$ cat config.mk
export PLATFORM = sky130hd
export DESIGN_NAME = color_string_parser
export DESIGN_NICKNAME = d
export VERILOG_FILES = /design/src/design/csp_pkg.sv /design/src/design/color_string_parser.sv
export SDC_FILE = /design/constraint.sdc
export NUM_CORES = 1
export LEC_CHECK = 0
export ABC_AREA = 1
export BUFFER_PORTS_ARGS = -buffer_cell sky130_fd_sc_hd__buf_2
export CORE_ASPECT_RATIO = 0.7
export CORE_UTILIZATION = 35
export DETAILED_ROUTE_END_ITERATION = 6
export REMOVE_ABC_BUFFERS = 1
export SLEW_MARGIN = 0
export SYNTH_ARGS = -nofsm -noshare
export SYNTH_HDL_FRONTEND = slang
export SYNTH_SLANG_ARGS = --single-unit
$ cat constraint.sdc
create_clock -name i_clk -period 13.6 [get_ports i_clk]
set_clock_uncertainty 0.1 [all_clocks]
set_input_delay 2.04 -clock i_clk [delete_from_list [all_inputs] [get_ports i_clk]]
set_output_delay 2.04 -clock i_clk [all_outputs]
set_load 0.02 [all_outputs]
$ cat src/design/csp_pkg.sv
package csp_pkg;

    typedef logic [2:0] t_form;

    localparam t_form FORM_EMPTY     = 3'd0;
    localparam t_form FORM_HEX       = 3'd1;
    localparam t_form FORM_PREFIX    = 3'd2;
    localparam t_form FORM_COMP_RGB  = 3'd3;
    localparam t_form FORM_COMP_RGBA = 3'd4;
    localparam t_form FORM_OP_INT    = 3'd5;
    localparam t_form FORM_OP_FRAC   = 3'd6;
    localparam t_form FORM_DONE      = 3'd7;

    localparam logic [7:0] CH_SPACE  = 8'h20;
    localparam logic [7:0] CH_HASH   = 8'h23;
    localparam logic [7:0] CH_LPAREN = 8'h28;
    localparam logic [7:0] CH_RPAREN = 8'h29;
    localparam logic [7:0] CH_PLUS   = 8'h2B;
    localparam logic [7:0] CH_COMMA  = 8'h2C;
    localparam logic [7:0] CH_DOT    = 8'h2E;
    localparam logic [7:0] CH_ZERO   = 8'h30;
    localparam logic [7:0] CH_ONE    = 8'h31;
    localparam logic [7:0] CH_NINE   = 8'h39;
    localparam logic [7:0] CH_UA     = 8'h41;
    localparam logic [7:0] CH_UF     = 8'h46;
    localparam logic [7:0] CH_LA     = 8'h61;
    localparam logic [7:0] CH_LB     = 8'h62;
    localparam logic [7:0] CH_LF     = 8'h66;
    localparam logic [7:0] CH_LG     = 8'h67;
    localparam logic [7:0] CH_LR     = 8'h72;

    localparam logic [3:0] HEX_COUNT_RGB    = 4'd3;
    localparam logic [3:0] HEX_COUNT_ARGB   = 4'd4;
    localparam logic [3:0] HEX_COUNT_RRGGBB = 4'd6;
    localparam logic [3:0] HEX_COUNT_FULL   = 4'd8;

    localparam logic [3:0] PFX_R  = 4'd1;
    localparam logic [3:0] PFX_RG = 4'd2;
    localparam logic [3:0] PFX_RGB  = 4'd3;
    localparam logic [3:0] PFX_RGBA = 4'd4;

    function automatic longint unsigned pow10(input int unsigned n);
        longint unsigned p;
        p = 64'd1;
        for (int unsigned i = 0; i < n; i++) begin
            p = p * 64'd10;
        end
        return p;
    endfunction

endpackage

$ cat src/design/color_string_parser.sv
// Color string parser: takes one ASCII character per item with an end flag and, on
// the item flagged as last, gives one ARGB8888 word and a parse_ok flag (color is 0
// when parse_ok is 0). Spaces are ignored. Accepted: #RGB, #ARGB, #RRGGBB, #AARRGGBB
// and lowercase rgb(r,g,b) / rgba(r,g,b,o); components clamp to 255, opacity 0..1
// is rounded half up to alpha using FRACTION_DIGITS fraction digits (later digits
// are ignored). One character is accepted every cycle while o_stall is low. After
// its last character is accepted, a result moves through registers r_s1 and r_out:
// r_s1 holds the finished parse, r_out takes the opacity-to-alpha divide done as a
// reciprocal multiply. The parser state clears itself after each last character.
module color_string_parser #(
    parameter int FRACTION_DIGITS = 6
) (
    input  logic        i_clk,
    input  logic        i_rst_n,
    input  logic        i_valid,
    output logic        o_stall,
    input  logic [7:0]  i_char_code,
    input  logic        i_end_of_string,
    output logic        o_valid,
    input  logic        i_stall,
    output logic [31:0] o_argb_color,
    output logic        o_parse_ok
);

    localparam longint unsigned Scale = csp_pkg::pow10(FRACTION_DIGITS);
    localparam int XW   = $clog2(64'd256 * Scale);
    localparam int YW   = XW - FRACTION_DIGITS;
    localparam longint unsigned Pow5 = Scale >> FRACTION_DIGITS;
    localparam int L5   = $clog2(Pow5);
    localparam int KSH  = YW + L5;
    localparam int MW   = YW + 1;
    localparam longint unsigned Recip = ((64'd1 << KSH) + Pow5 - 64'd1) / Pow5;
    localparam int FcW  = $clog2(FRACTION_DIGITS + 1);
    localparam int WN   = 2 ** FcW;
    localparam logic [XW-1:0] XHalf = XW'(Scale / 64'd2);
    localparam logic [XW-1:0] XFull = XW'(64'd255 * Scale);
    localparam logic [MW-1:0] RecipW = MW'(Recip);

    logic [XW-1:0] w_weight [WN];

    genvar gk;
    generate
        for (gk = 0; gk < WN; gk++) begin : g_weight
            if (gk < FRACTION_DIGITS) begin : g_used
                assign w_weight[gk] =
                    XW'(64'd255 * csp_pkg::pow10(FRACTION_DIGITS - 1 - gk));
            end else begin : g_pad
                assign w_weight[gk] = '0;
            end
        end
    endgenerate

    csp_pkg::t_form r_form, n_form;
    logic [3:0]     r_cnt, n_cnt;
    logic [31:0]    r_hex, n_hex;
    logic [1:0]     r_idx, n_idx;
    logic [8:0]     r_comp, n_comp;
    logic [7:0]     r_ch [3];
    logic [7:0]     n_ch [3];
    logic [XW-1:0]  r_t, n_t;
    logic [XW-1:0]  r_x, n_x;
    logic [FcW-1:0] r_fcnt, n_fcnt;
    logic           r_fnz, n_fnz;
    logic           r_err, n_err;
    logic           r_seen, n_seen;

    logic           r_s1_valid;
    logic           r_s1_ok;
    logic           r_s1_done;
    logic [31:0]    r_s1_color;
    logic [XW-1:0]  r_s1_x;
    logic           r_out_valid;
    logic [31:0]    r_out_color;
    logic           r_out_ok;

    logic           w_s2_load;
    logic           w_s1_free;
    logic           w_accept;
    logic [7:0]     c;
    logic           w_is_dig;
    logic [3:0]     w_dig;
    logic           w_hex_v;
    logic [3:0]     w_hex_d;
    logic [11:0]    w_cv;
    logic [7:0]     w_chan;
    logic [XW-1:0]  w_fin_x;
    logic           w_fin_bad;
    logic           w_rgba;
    logic           w_hex_ok;
    logic [31:0]    w_hex_color;
    logic [YW-1:0]  w_y;
    logic [YW+MW-1:0] w_prod;
    logic [7:0]     w_alpha;

    assign w_s2_load = !r_out_valid || !i_stall;
    assign w_s1_free = !r_s1_valid || w_s2_load;
    assign o_stall   = !w_s1_free;
    assign w_accept  = i_valid && w_s1_free;

    assign c        = i_char_code;
    assign w_is_dig = (c >= csp_pkg::CH_ZERO) && (c <= csp_pkg::CH_NINE);
    assign w_dig    = c[3:0];
    assign w_cv     = 12'(r_comp) * 12'd10 + 12'(w_dig);
    assign w_chan   = r_comp[8] ? 8'hFF : r_comp[7:0];
    assign w_fin_x  = (r_comp[0] ? XFull : r_t) + XHalf;
    assign w_fin_bad = r_comp[0] && r_fnz;
    assign w_rgba   = (r_form == csp_pkg::FORM_COMP_RGBA);

    always_comb begin
        w_hex_v = 1'b1;
        w_hex_d = 4'd0;
        if (w_is_dig) begin
            w_hex_d = c[3:0];
        end else if ((c >= csp_pkg::CH_LA && c <= csp_pkg::CH_LF) ||
                     (c >= csp_pkg::CH_UA && c <= csp_pkg::CH_UF)) begin
            w_hex_d = c[3:0] + 4'd9;
        end else begin
            w_hex_v = 1'b0;
        end
    end

    always_comb begin
        n_form = r_form;
        n_cnt  = r_cnt;
        n_hex  = r_hex;
        n_idx  = r_idx;
        n_comp = r_comp;
        n_ch   = r_ch;
        n_t    = r_t;
        n_x    = r_x;
        n_fcnt = r_fcnt;
        n_fnz  = r_fnz;
        n_err  = r_err;
        n_seen = r_seen;
        if (c != csp_pkg::CH_SPACE && !r_err) begin
            unique case (r_form)
                csp_pkg::FORM_EMPTY: begin
                    priority if (c == csp_pkg::CH_HASH) begin
                        n_form = csp_pkg::FORM_HEX;
                        n_cnt  = 4'd0;
                    end else if (c == csp_pkg::CH_LR) begin
                        n_form = csp_pkg::FORM_PREFIX;
                        n_cnt  = csp_pkg::PFX_R;
                    end else begin
                        n_err = 1'b1;
                    end
                end
                csp_pkg::FORM_HEX: begin
                    if (w_hex_v) begin
                        n_hex = {r_hex[27:0], w_hex_d};
                        if (r_cnt != 4'hF) begin
                            n_cnt = r_cnt + 4'd1;
                        end
                    end else begin
                        n_err = 1'b1;
                    end
                end
                csp_pkg::FORM_PREFIX: begin
                    priority if (r_cnt == csp_pkg::PFX_R && c == csp_pkg::CH_LG) begin
                        n_cnt = csp_pkg::PFX_RG;
                    end else if (r_cnt == csp_pkg::PFX_RG && c == csp_pkg::CH_LB) begin
                        n_cnt = csp_pkg::PFX_RGB;
                    end else if (r_cnt == csp_pkg::PFX_RGB && c == csp_pkg::CH_LA) begin
                        n_cnt = csp_pkg::PFX_RGBA;
                    end else if (r_cnt == csp_pkg::PFX_RGB && c == csp_pkg::CH_LPAREN) begin
                        n_form = csp_pkg::FORM_COMP_RGB;
                        n_comp = '0;
                        n_cnt  = 4'd0;
                        n_seen = 1'b0;
                    end else if (r_cnt == csp_pkg::PFX_RGBA && c == csp_pkg::CH_LPAREN) begin
                        n_form = csp_pkg::FORM_COMP_RGBA;
                        n_comp = '0;
                        n_cnt  = 4'd0;
                        n_seen = 1'b0;
                    end else begin
                        n_err = 1'b1;
                    end
                end
                csp_pkg::FORM_COMP_RGB, csp_pkg::FORM_COMP_RGBA: begin
                    priority if (w_is_dig) begin
                        n_comp = (w_cv > 12'd256) ? 9'd256 : w_cv[8:0];
                        n_seen = 1'b1;
                        if (r_cnt != 4'hF) begin
                            n_cnt = r_cnt + 4'd1;
                        end
                    end else if (c == csp_pkg::CH_PLUS && r_cnt == 4'd0) begin
                        n_cnt = 4'd1;
                    end else if (c == csp_pkg::CH_COMMA && r_seen && r_idx < 2'd2) begin
                        n_ch[r_idx] = w_chan;
                        n_idx  = r_idx + 2'd1;
                        n_comp = '0;
                        n_cnt  = 4'd0;
                        n_seen = 1'b0;
                    end else if (c == csp_pkg::CH_COMMA && r_seen && w_rgba &&
                                 r_idx == 2'd2) begin
                        n_ch[2] = w_chan;
                        n_comp  = '0;
                        n_cnt   = 4'd0;
                        n_seen  = 1'b0;
                        n_form  = csp_pkg::FORM_OP_INT;
                    end else if (c == csp_pkg::CH_RPAREN && r_seen && !w_rgba &&
                                 r_idx == 2'd2) begin
                        n_ch[2] = w_chan;
                        n_x     = XFull + XHalf;
                        n_form  = csp_pkg::FORM_DONE;
                    end else begin
                        n_err = 1'b1;
                    end
                end
                csp_pkg::FORM_OP_INT: begin
                    priority if (!r_seen && (c == csp_pkg::CH_ZERO || c == csp_pkg::CH_ONE)) begin
                        n_comp = {8'd0, c[0]};
                        n_seen = 1'b1;
                    end else if (r_seen && c == csp_pkg::CH_DOT) begin
                        n_form = csp_pkg::FORM_OP_FRAC;
                        n_seen = 1'b0;
                    end else if (r_seen && c == csp_pkg::CH_RPAREN && !w_fin_bad) begin
                        n_x    = w_fin_x;
                        n_form = csp_pkg::FORM_DONE;
                    end else begin
                        n_err = 1'b1;
                    end
                end
                csp_pkg::FORM_OP_FRAC: begin
                    priority if (w_is_dig) begin
                        if (r_fcnt < FcW'(FRACTION_DIGITS)) begin
                            n_t    = r_t + XW'(w_weight[r_fcnt] * XW'(w_dig));
                            n_fnz  = r_fnz || (w_dig != 4'd0);
                            n_fcnt = r_fcnt + FcW'(1);
                        end
                        n_seen = 1'b1;
                    end else if (r_seen && c == csp_pkg::CH_RPAREN && !w_fin_bad) begin
                        n_x    = w_fin_x;
                        n_form = csp_pkg::FORM_DONE;
                    end else begin
                        n_err = 1'b1;
                    end
                end
                default: begin
                    n_err = 1'b1;
                end
            endcase
        end
    end

    assign w_hex_ok = (n_form == csp_pkg::FORM_HEX) &&
                      (n_cnt == csp_pkg::HEX_COUNT_RGB || n_cnt == csp_pkg::HEX_COUNT_ARGB ||
                       n_cnt == csp_pkg::HEX_COUNT_RRGGBB || n_cnt == csp_pkg::HEX_COUNT_FULL);

    always_comb begin
        unique case (n_cnt)
            csp_pkg::HEX_COUNT_RGB:
                w_hex_color = {8'hFF, {2{n_hex[11:8]}}, {2{n_hex[7:4]}}, {2{n_hex[3:0]}}};
            csp_pkg::HEX_COUNT_ARGB:
                w_hex_color = {{2{n_hex[15:12]}}, {2{n_hex[11:8]}},
                               {2{n_hex[7:4]}}, {2{n_hex[3:0]}}};
            csp_pkg::HEX_COUNT_RRGGBB:
                w_hex_color = {8'hFF, n_hex[23:0]};
            default:
                w_hex_color = n_hex;
        endcase
    end

    always_ff @(posedge i_clk) begin
        if (!i_rst_n) begin
            r_form <= csp_pkg::FORM_EMPTY;
            r_cnt  <= '0;
            r_hex  <= '0;
            r_idx  <= '0;
            r_comp <= '0;
            r_ch   <= '{default: '0};
            r_t    <= '0;
            r_x    <= '0;
            r_fcnt <= '0;
            r_fnz  <= 1'b0;
            r_err  <= 1'b0;
            r_seen <= 1'b0;
        end else if (w_accept) begin
            if (i_end_of_string) begin
                r_form <= csp_pkg::FORM_EMPTY;
                r_cnt  <= '0;
                r_hex  <= '0;
                r_idx  <= '0;
                r_comp <= '0;
                r_ch   <= '{default: '0};
                r_t    <= '0;
                r_x    <= '0;
                r_fcnt <= '0;
                r_fnz  <= 1'b0;
                r_err  <= 1'b0;
                r_seen <= 1'b0;
            end else begin
                r_form <= n_form;
                r_cnt  <= n_cnt;
                r_hex  <= n_hex;
                r_idx  <= n_idx;
                r_comp <= n_comp;
                r_ch   <= n_ch;
                r_t    <= n_t;
                r_x    <= n_x;
                r_fcnt <= n_fcnt;
                r_fnz  <= n_fnz;
                r_err  <= n_err;
                r_seen <= n_seen;
            end
        end
    end

    always_ff @(posedge i_clk) begin
        if (!i_rst_n) begin
            r_s1_valid  <= 1'b0;
            r_out_valid <= 1'b0;
        end else begin
            if (w_accept && i_end_of_string) begin
                r_s1_valid <= 1'b1;
            end else if (w_s2_load) begin
                r_s1_valid <= 1'b0;
            end
            if (w_s2_load) begin
                r_out_valid <= r_s1_valid;
            end
        end
    end

    always_ff @(posedge i_clk) begin
        if (w_accept && i_end_of_string) begin
            r_s1_ok    <= !n_err && (w_hex_ok || n_form == csp_pkg::FORM_DONE);
            r_s1_done  <= (n_form == csp_pkg::FORM_DONE);
            r_s1_color <= (n_form == csp_pkg::FORM_DONE) ?
                          {8'h00, n_ch[0], n_ch[1], n_ch[2]} : w_hex_color;
            r_s1_x     <= n_x;
        end
        if (w_s2_load && r_s1_valid) begin
            r_out_ok    <= r_s1_ok;
            r_out_color <= !r_s1_ok ? 32'd0 :
                           r_s1_done ? {w_alpha, r_s1_color[23:0]} : r_s1_color;
        end
    end

    // alpha = floor(x / 10^D): shift out 2^D, then multiply by reciprocal of 5^D
    assign w_y     = r_s1_x[XW-1:FRACTION_DIGITS];
    assign w_prod  = (YW+MW)'(w_y) * (YW+MW)'(RecipW);
    assign w_alpha = w_prod[KSH +: 8];

    assign o_valid      = r_out_valid;
    assign o_argb_color = r_out_color;
    assign o_parse_ok   = r_out_ok;

`ifndef NO_ASSERTIONS
    a_stall_needs_s1: assert property (@(posedge i_clk) disable iff (!i_rst_n)
        o_stall |-> (r_s1_valid && r_out_valid))
        else $error("stall without pending result");

    a_last_fills_s1: assert property (@(posedge i_clk) disable iff (!i_rst_n)
        (w_accept && i_end_of_string) |=> r_s1_valid)
        else $error("last character lost");

    a_fail_zero: assert property (@(posedge i_clk) disable iff (!i_rst_n)
        (o_valid && !o_parse_ok) |-> (o_argb_color == 32'd0))
        else $error("failed parse carries a color");

    a_fcnt_range: assert property (@(posedge i_clk) disable iff (!i_rst_n)
        r_fcnt <= FcW'(FRACTION_DIGITS))
        else $error("fraction digit count overflow");

    a_clear_after_last: assert property (@(posedge i_clk) disable iff (!i_rst_n)
        (w_accept && i_end_of_string) |=> (r_form == csp_pkg::FORM_EMPTY && !r_err))
        else $error("parser not cleared after last character");
`endif

endmodule

==> results.py, run 1 <==
metrics = {
    "place": {
        "placedCellCount": 4091,
        "gp_congestion": 0.950,
        "portBuffers": 47,
        "dp_hpwl_um": 54600,
    },
    "route": {
        "first_iter_violations": 1699,
        "ant_nets": 0,
        "top_layer": "met4",
        "route.detailed.drc": 0,
        "drt-vias-per-instance": 4.98,
        "wl_per_cell_um": 16.3,
        "drt-total-wl_um": 67500,
        "met2_length_um": 25200,
        "routed-wl-met3_um": 5550,
        "met1_length_um": 36000,
        "vias": 20583,
        "drt_first_pass_iters": 7,
    },
    "power": {
        "power_frac_seq": 0.144,
        "p_per_area_mw_per_mm2": 189,
        "power.internal_uw": 2420,
        "pwr-share-comb": 0.713,
        "p_leak_uw": 0.0126,
        "swShare": 0.518,
        "switchingPower_uw": 2600,
        "ir_worst_vdd_mv": 0.280,
        "clkPwrFrac": 0.143,
    },
    "clock_tree": {
        "cts_resized": 0,
        "cts_hold_buf": 0,
        "tritoncts": "yes",
        "cts-buffers-inserted": 24,
        "clk_latency_ps": 560,
        "path_clk_slew_ps": 60,
        "cts_setup_buffers": 0,
        "cts_sinks": 221,
        "cts_root_buffer": "clkbuf_16",
        "clockBufferDepth": 3,
        "htree_num_levels": 1,
    },
    "layout": {
        "instances_no_fill": 4135,
        "final_nets": 3738,
        "drive_gt1_frac": 0.0580,
        "area_growth_pct": 7.87,
        "fillCellCount": 7262,
        "antenna_cells": 0,
    },
    "die": {
        "die_h_um": 224,
        "die_w_um": 319,
        "start_util": 0.354,
        "design.core.area_mm2": 0.0697,
        "die-area_mm2": 0.0716,
        "io_pins": 48,
        "rows": 81,
    },
    "worst_setup_path": {
        "critical_path_class": "register to register",
        "slowest_delay_ps": 650,
        "crit_path_start_kind": "register",
        "path_common_cell": "fa_1",
        "crit_path_max_fanout": 6,
        "worstPathCellList": "fa_1 > inv_1 > fa_1 > inv_1 > fa_1 > fa_1 > fa_1 > fa_1 > inv_1 > fa_1 > inv_1 > ha_1 > nand2_1 > nor2_1 > inv_1 > nor4_1 > nand4_1 > nand3_1 > o21ai_0 > o211ai_1 > inv_1",
        "slowest_stage": "fa_1",
        "critPathRequiredTime_ps": 13790,
        "crit_arrival_ps": 6860,
        "end_kind": "register",
    },
    "timing": {
        "period_share": 0.490,
        "max_freq_ghz": 0.150,
        "period_minus_slack_ps": 6660,
        "rsz0062_at_grt": "no",
        "worst_slew_pin_slew_ps": 1170,
        "final_hold_viol_count": 0,
        "slew_violations": 0,
        "tns_ps": 0,
        "setup_viol": 0,
        "maxSlewHeadroom": 0.219,
    },
    "synthesis": {
        "synth_edf_count": 89,
        "synth_cell_types": 58,
        "ys_seq_area_frac": 0.215,
        "ys_warn_count": 0,
        "synth_ff_type": "dfxtp_1",
        "synth.most_common_cell": "nand2_1",
        "synth_cells": 3205,
        "synthTopCellsByArea": "fa_1 19%, ha_1 14%, nand2_1 11%, edfxtp_1 11%, dfxtp_1 11%",
        "avgSynthCellArea_um2": 7.70,
        "async_flop_share": 0,
        "synth_top_cell_area_share": 0.193,
        "netlist_area_mm2": 0.0247,
        "synth_common_cells": "736 x nand2_1, 556 x inv_1, 283 x ha_1, 250 x a21oi_1, 238 x fa_1",
        "synth_largest_area_cell": "fa_1",
        "ys_ff_latch": 221,
    },
    "global_routing": {
        "antenna_found_initial": 0,
        "grt_pass1_vias": 19632,
        "grt_pass1_wl_um": 108000,
        "grt_max_degree": 86,
        "track_usage": 0.188,
        "overflow": 0,
    },
    "min_path": {
        "hold_class": "register to register",
    },
    "outcome": {
        "outcome": "finished, final reports clean",
    },
    "run": {
        "max-cap-violations": 0,
    },
}
-- cells in the final DEF (no fill, tap or decap), drive strengths merged, types with 6 or more instances in the layout --
cell    instances
nand3         148
a211oi          6
ha            283
nor4           12
o21ai         147
clkinv          8
o21bai          6
a21o           10
nor3           31
o21a           14
o211ai         32
edfxtp         89
a21oi         253
nand4          27
dfxtp         132
mux2i          11
clkbuf         32
nand3b          6
nand2         743
buf            57
inv           582
fa            238
a21boi          7
xnor2          12
nor2          240
xor2           24
a31oi          14
or2            30
-- power groups by stage --
stage	Combinational [uW]	Clock (uW)	Sequential (uW)
after CTS	3590	732	721
after global placement	3570	0	736
after floorplan	2660	0	733
final	3580	718	722
after detailed placement	3540	0	736
after global routing	4170	753	723
-- layer usage --
metal | vias to the layer above | GRT usage
met1 | 9699 | 0.307
met2 | 578 | 0.249
met5 | - | 0
met3 | 45 | 0.0434
met4 | 0 | 0.0220
li1 | 10261 | -
-- per-stage QoR --
stage | hold slack (ps) | setup WS, ps | instance area (um^2) | total power (uW) | util
floorplan | 328 | 5050 | 24300 | 3390 | -
global placement | 348 | 6760 | 25800 | 4300 | 0.370
detailed placement | 352 | 6730 | 25800 | 4280 | 0.370
CTS | 363 | 6950 | 26600 | 5040 | 0.382
global route | 379 | 6460 | 26600 | 5640 | 0.382
finish | 364 | 6940 | 26600 | 5020 | 0.382
-- final timing paths --
path                              from  slack (ps)                              to  cells past startpoint
setup / recovery  r_s1_x[25]$_DFFE_PP_        6940  o_argb_color[25]$_SDFFCE_PN0P_                     21
setup reg to reg  r_s1_x[25]$_DFFE_PP_        6940  o_argb_color[25]$_SDFFCE_PN0P_                     21
hold / removal      r_fnz$_SDFFE_PN0P_         360              r_fnz$_SDFFE_PN0P_                      2
hold reg to reg     r_fnz$_SDFFE_PN0P_         360              r_fnz$_SDFFE_PN0P_                      2
-- worst max-delay path, delay by kind of cell, from the launching register on --
family          cells  cell delay (ps)
fa+ha+maj           8             4100
flops               1              570
simple gates        5             1030
buf+inv             6              440
compound gates      2              160
-- cell families (layout without fill, tap and decap cells) --
logic type,after synthesis,in the layout,share of synthesized area
AO/OA/AOI/OAI,505,505,0.114
flip-flops,221,221,0.215
XOR/XNOR,36,36,0.0128
buffers and inverters,668,685,0.105
AND/OR/NAND/NOR,1242,1242,0.211
adder cells (fa/ha/maj),521,521,0.337
multiplexers,12,12,0.00492
-- layout make-up --
| type | count | area [um^2] | area share |
|---|---|---|---|
| clock buffers | 32 | 686 | 0.0258 |
| clock inverters | 12 | 149 | 0.00560 |
| inverters | 584 | 2200 | 0.0826 |
| multi-input cells | 2316 | 16800 | 0.632 |
| well taps | 913 | 1140 | 0.0429 |
| flip-flops and latches | 221 | 5320 | 0.200 |
| repair buffers | 57 | 310 | 0.0117 |
-- registers in the layout (all words and copies together) (netlist names), 2 cells and up --
signal and cells:
r_x 22, r_t 28, r_form 3, r_comp 9, r_s1_x 22, r_s1_color 32, r_hex 32, r_ch 24
r_fcnt 3, r_cnt 4, r_idx 2, o_argb_color 32
Power figures use the tool's default switching activity.
==> run 2, diff against run 1 <==
clock period = 5.7 ns   (was 13.6 ns; I/O delays follow)
==> run 2 against run 1 <==
Effect of this change: the flow now finishes with violations (negative setup slack); sequential share of layout area decreased by 1.5 points; non-clock buffer count up 173; clock power up 140%; worst hold slack improved by 1.9 ps; final cell count rose by 4.2%; setup slack got worse by 7200 ps; sequential power up 140%; total power grew to 3.4 times the previous value; die area unchanged; critical path depth rose by 2; critical endpoint is now o_argb_color[27]$_SDFFCE_PN0P_.
==> results.py, run 2 (synthesis results as in run 1) <==
metrics = {
    "route": {
        "drt_first_pass_iters": 6,
        "first_iter_violations": 1812,
        "drt-total-wl_um": 71000,
        "drt-vias-per-instance": 4.97,
        "ant_nets": 0,
        "vias": 21433,
        "route.detailed.drc": 0,
        "wl_per_cell_um": 16.5,
    },
    "layout": {
        "instances_no_fill": 4309,
        "area_growth_pct": 16.6,
        "stdcell_area_mm2": 0.0288,
        "antenna_cells": 0,
        "drive_gt1_frac": 0.149,
        "fillCellCount": 7085,
        "layout_commonest_cell": "nand2_1",
        "layout_common_cells": "716 x nand2_1, 533 x inv_1, 250 x ha_1",
        "final_nets": 3912,
    },
    "place": {
        "pre_cts_ws_ps": -633,
        "placedCellCount": 4246,
        "gp_congestion": 0.935,
        "dpl-instance-area_mm2": 0.0269,
        "portBuffers": 47,
        "dp_hpwl_um": 57100,
    },
    "die": {
        "rows": 81,
        "die_w_um": 319,
        "die_h_um": 224,
        "start_util": 0.354,
        "io_pins": 48,
        "die-area_mm2": 0.0716,
        "design.core.area_mm2": 0.0697,
    },
    "power": {
        "power_uw": 17200,
        "ir_worst_vdd_mv": 1.15,
        "p_per_area_mw_per_mm2": 599,
        "p_leak_uw": 0.0136,
    },
    "global_routing": {
        "grt_use_met2": 0.274,
        "met3_usage": 0.0442,
        "track_usage": 0.198,
        "grt_max_degree": 85,
        "antenna_found_initial": 1,
        "busiest_layer": "met1",
        "grt_pass1_vias": 20640,
        "met1_usage": 0.314,
        "grt_pass1_wl_um": 114000,
        "overflow": 0,
    },
    "timing": {
        "period_share": 1.05,
        "fin_ws_ps": -266,
        "period_minus_slack_ps": 5970,
        "final_hold_viol_count": 0,
        "hold_ws_ps": 366,
        "rsz0062_at_grt": "yes",
        "max_freq_ghz": 0.168,
        "slew_violations": 0,
        "maxSlewHeadroom": 0.224,
        "worst_slew_pin_slew_ps": 1160,
        "setup_viol": 8,
    },
    "outcome": {
        "outcome": "complete, but fails checks",
        "violations": "negative setup slack",
    },
    "worst_setup_path": {
        "critPathTopFamily": "adder cells",
        "rrSetupSlack_ps": -270,
        "worstPathCellList": "fa_1 > inv_2 > fa_1 > inv_1 > fa_1 > fa_1 > fa_1 > fa_1 > inv_2 > fa_1 > inv_2 > ha_4 > nand2_4 > nor2_4 > nand2_2 > nor3_2 > nand2_1 > o211ai_1 > nand2_1 > inv_1 > o21ai_1 > o211ai_1 > inv_1",
        "crit_path_max_fanout": 4,
        "slowest_stage": "fa_1",
        "slowest_delay_ps": 600,
        "crit_path_start_kind": "register",
        "worst-path-buf-inv": 6,
        "critPathRequiredTime_ps": 5900,
        "critical_path_class": "register to register",
        "crit_arrival_ps": 6170,
        "path_common_cell": "fa_1",
        "end_kind": "register",
    },
    "clock_tree": {
        "cts_sinks": 221,
        "cts-buffers-inserted": 25,
        "path_clk_slew_ps": 60,
        "tritoncts": "yes",
        "htree_num_levels": 1,
        "cts_root_buffer": "clkbuf_16",
        "clockBufferDepth": 3,
        "clk_latency_ps": 570,
    },
    "run": {
        "max-cap-violations": 0,
    },
    "min_path": {
        "hold_class": "register to register",
    },
}
-- run 2: cell types whose count changed in the layout (fill, tap and decap cells not counted), moves of 15 or more --
cell / before / now
nor2_2: 5 / 20
ha_4: 0 / 31
o21ai_1: 26 / 44
nor2_1: 227 / 210
ha_1: 283 / 250
nand2_2: 5 / 22
o21ai_0: 121 / 103
a21oi_2: 2 / 18
buf_4: 10 / 176
a21oi_1: 249 / 228
nand2_1: 735 / 716
inv_1: 555 / 533
inv_2: 22 / 44
-- run 2: metal layers --
metal	routed length (um)	up-vias	part of all wire
met4	828	0	0.012
met5	0	-	0
met2	27500	637	0.39
met1	37400	10137	0.53
li1	-	10600	-
met3	5350	59	0.075
-- run 2: through the flow --
step                      utilization  setup TNS, ps
final                           0.412          -1700
after global routing            0.412          -3570
after CTS                       0.410          -1430
after detailed placement        0.386          -4260
after global placement          0.386          -3490
after floorplan                     -         -66130
-- run 2: tightest hold or removal path, cell delays in order (launching register included) --
cell	delay (ps)
dfxtp_1	300
inv_1	70
a21oi_1	60
-- run 2: final timing paths --
kind | startpoint | endpoint | depth (start not counted)
hold / removal | r_fnz$_SDFFE_PN0P_ | r_fnz$_SDFFE_PN0P_ | 2
hold reg to reg | r_fnz$_SDFFE_PN0P_ | r_fnz$_SDFFE_PN0P_ | 2
setup reg to reg | r_s1_x[25]$_DFFE_PP_ | o_argb_color[27]$_SDFFCE_PN0P_ | 23
setup / recovery | r_s1_x[25]$_DFFE_PP_ | o_argb_color[27]$_SDFFCE_PN0P_ | 23
-- run 2: timing repair --
item                                    in CTS  in global routing
hold buffers                                 0                  0
pin swaps                                   89                 34
hold endpoints to repair                     0                  0
endpoints found under the setup margin       8                  8
buffers inserted                            14                  5
gates resized for setup                    159                 28
-- run 2: area by class of cell --
type	instances	area, um^2	area share
clock buffers	31	689	0.0240
inverters	584	2200	0.0764
multi-input cells	2316	17600	0.612
flip-flops and latches	221	5320	0.185
clock inverters	14	168	0.00583
repair buffers	230	1640	0.0572
well taps	913	1140	0.0397
-- run 2: report_power, final --
| part | internal (uW) | switching, uW |
|---|---|---|
| clock | 1000 | 728 |
| combinational | 6030 | 7760 |
| sequential | 1680 | 30.1 |
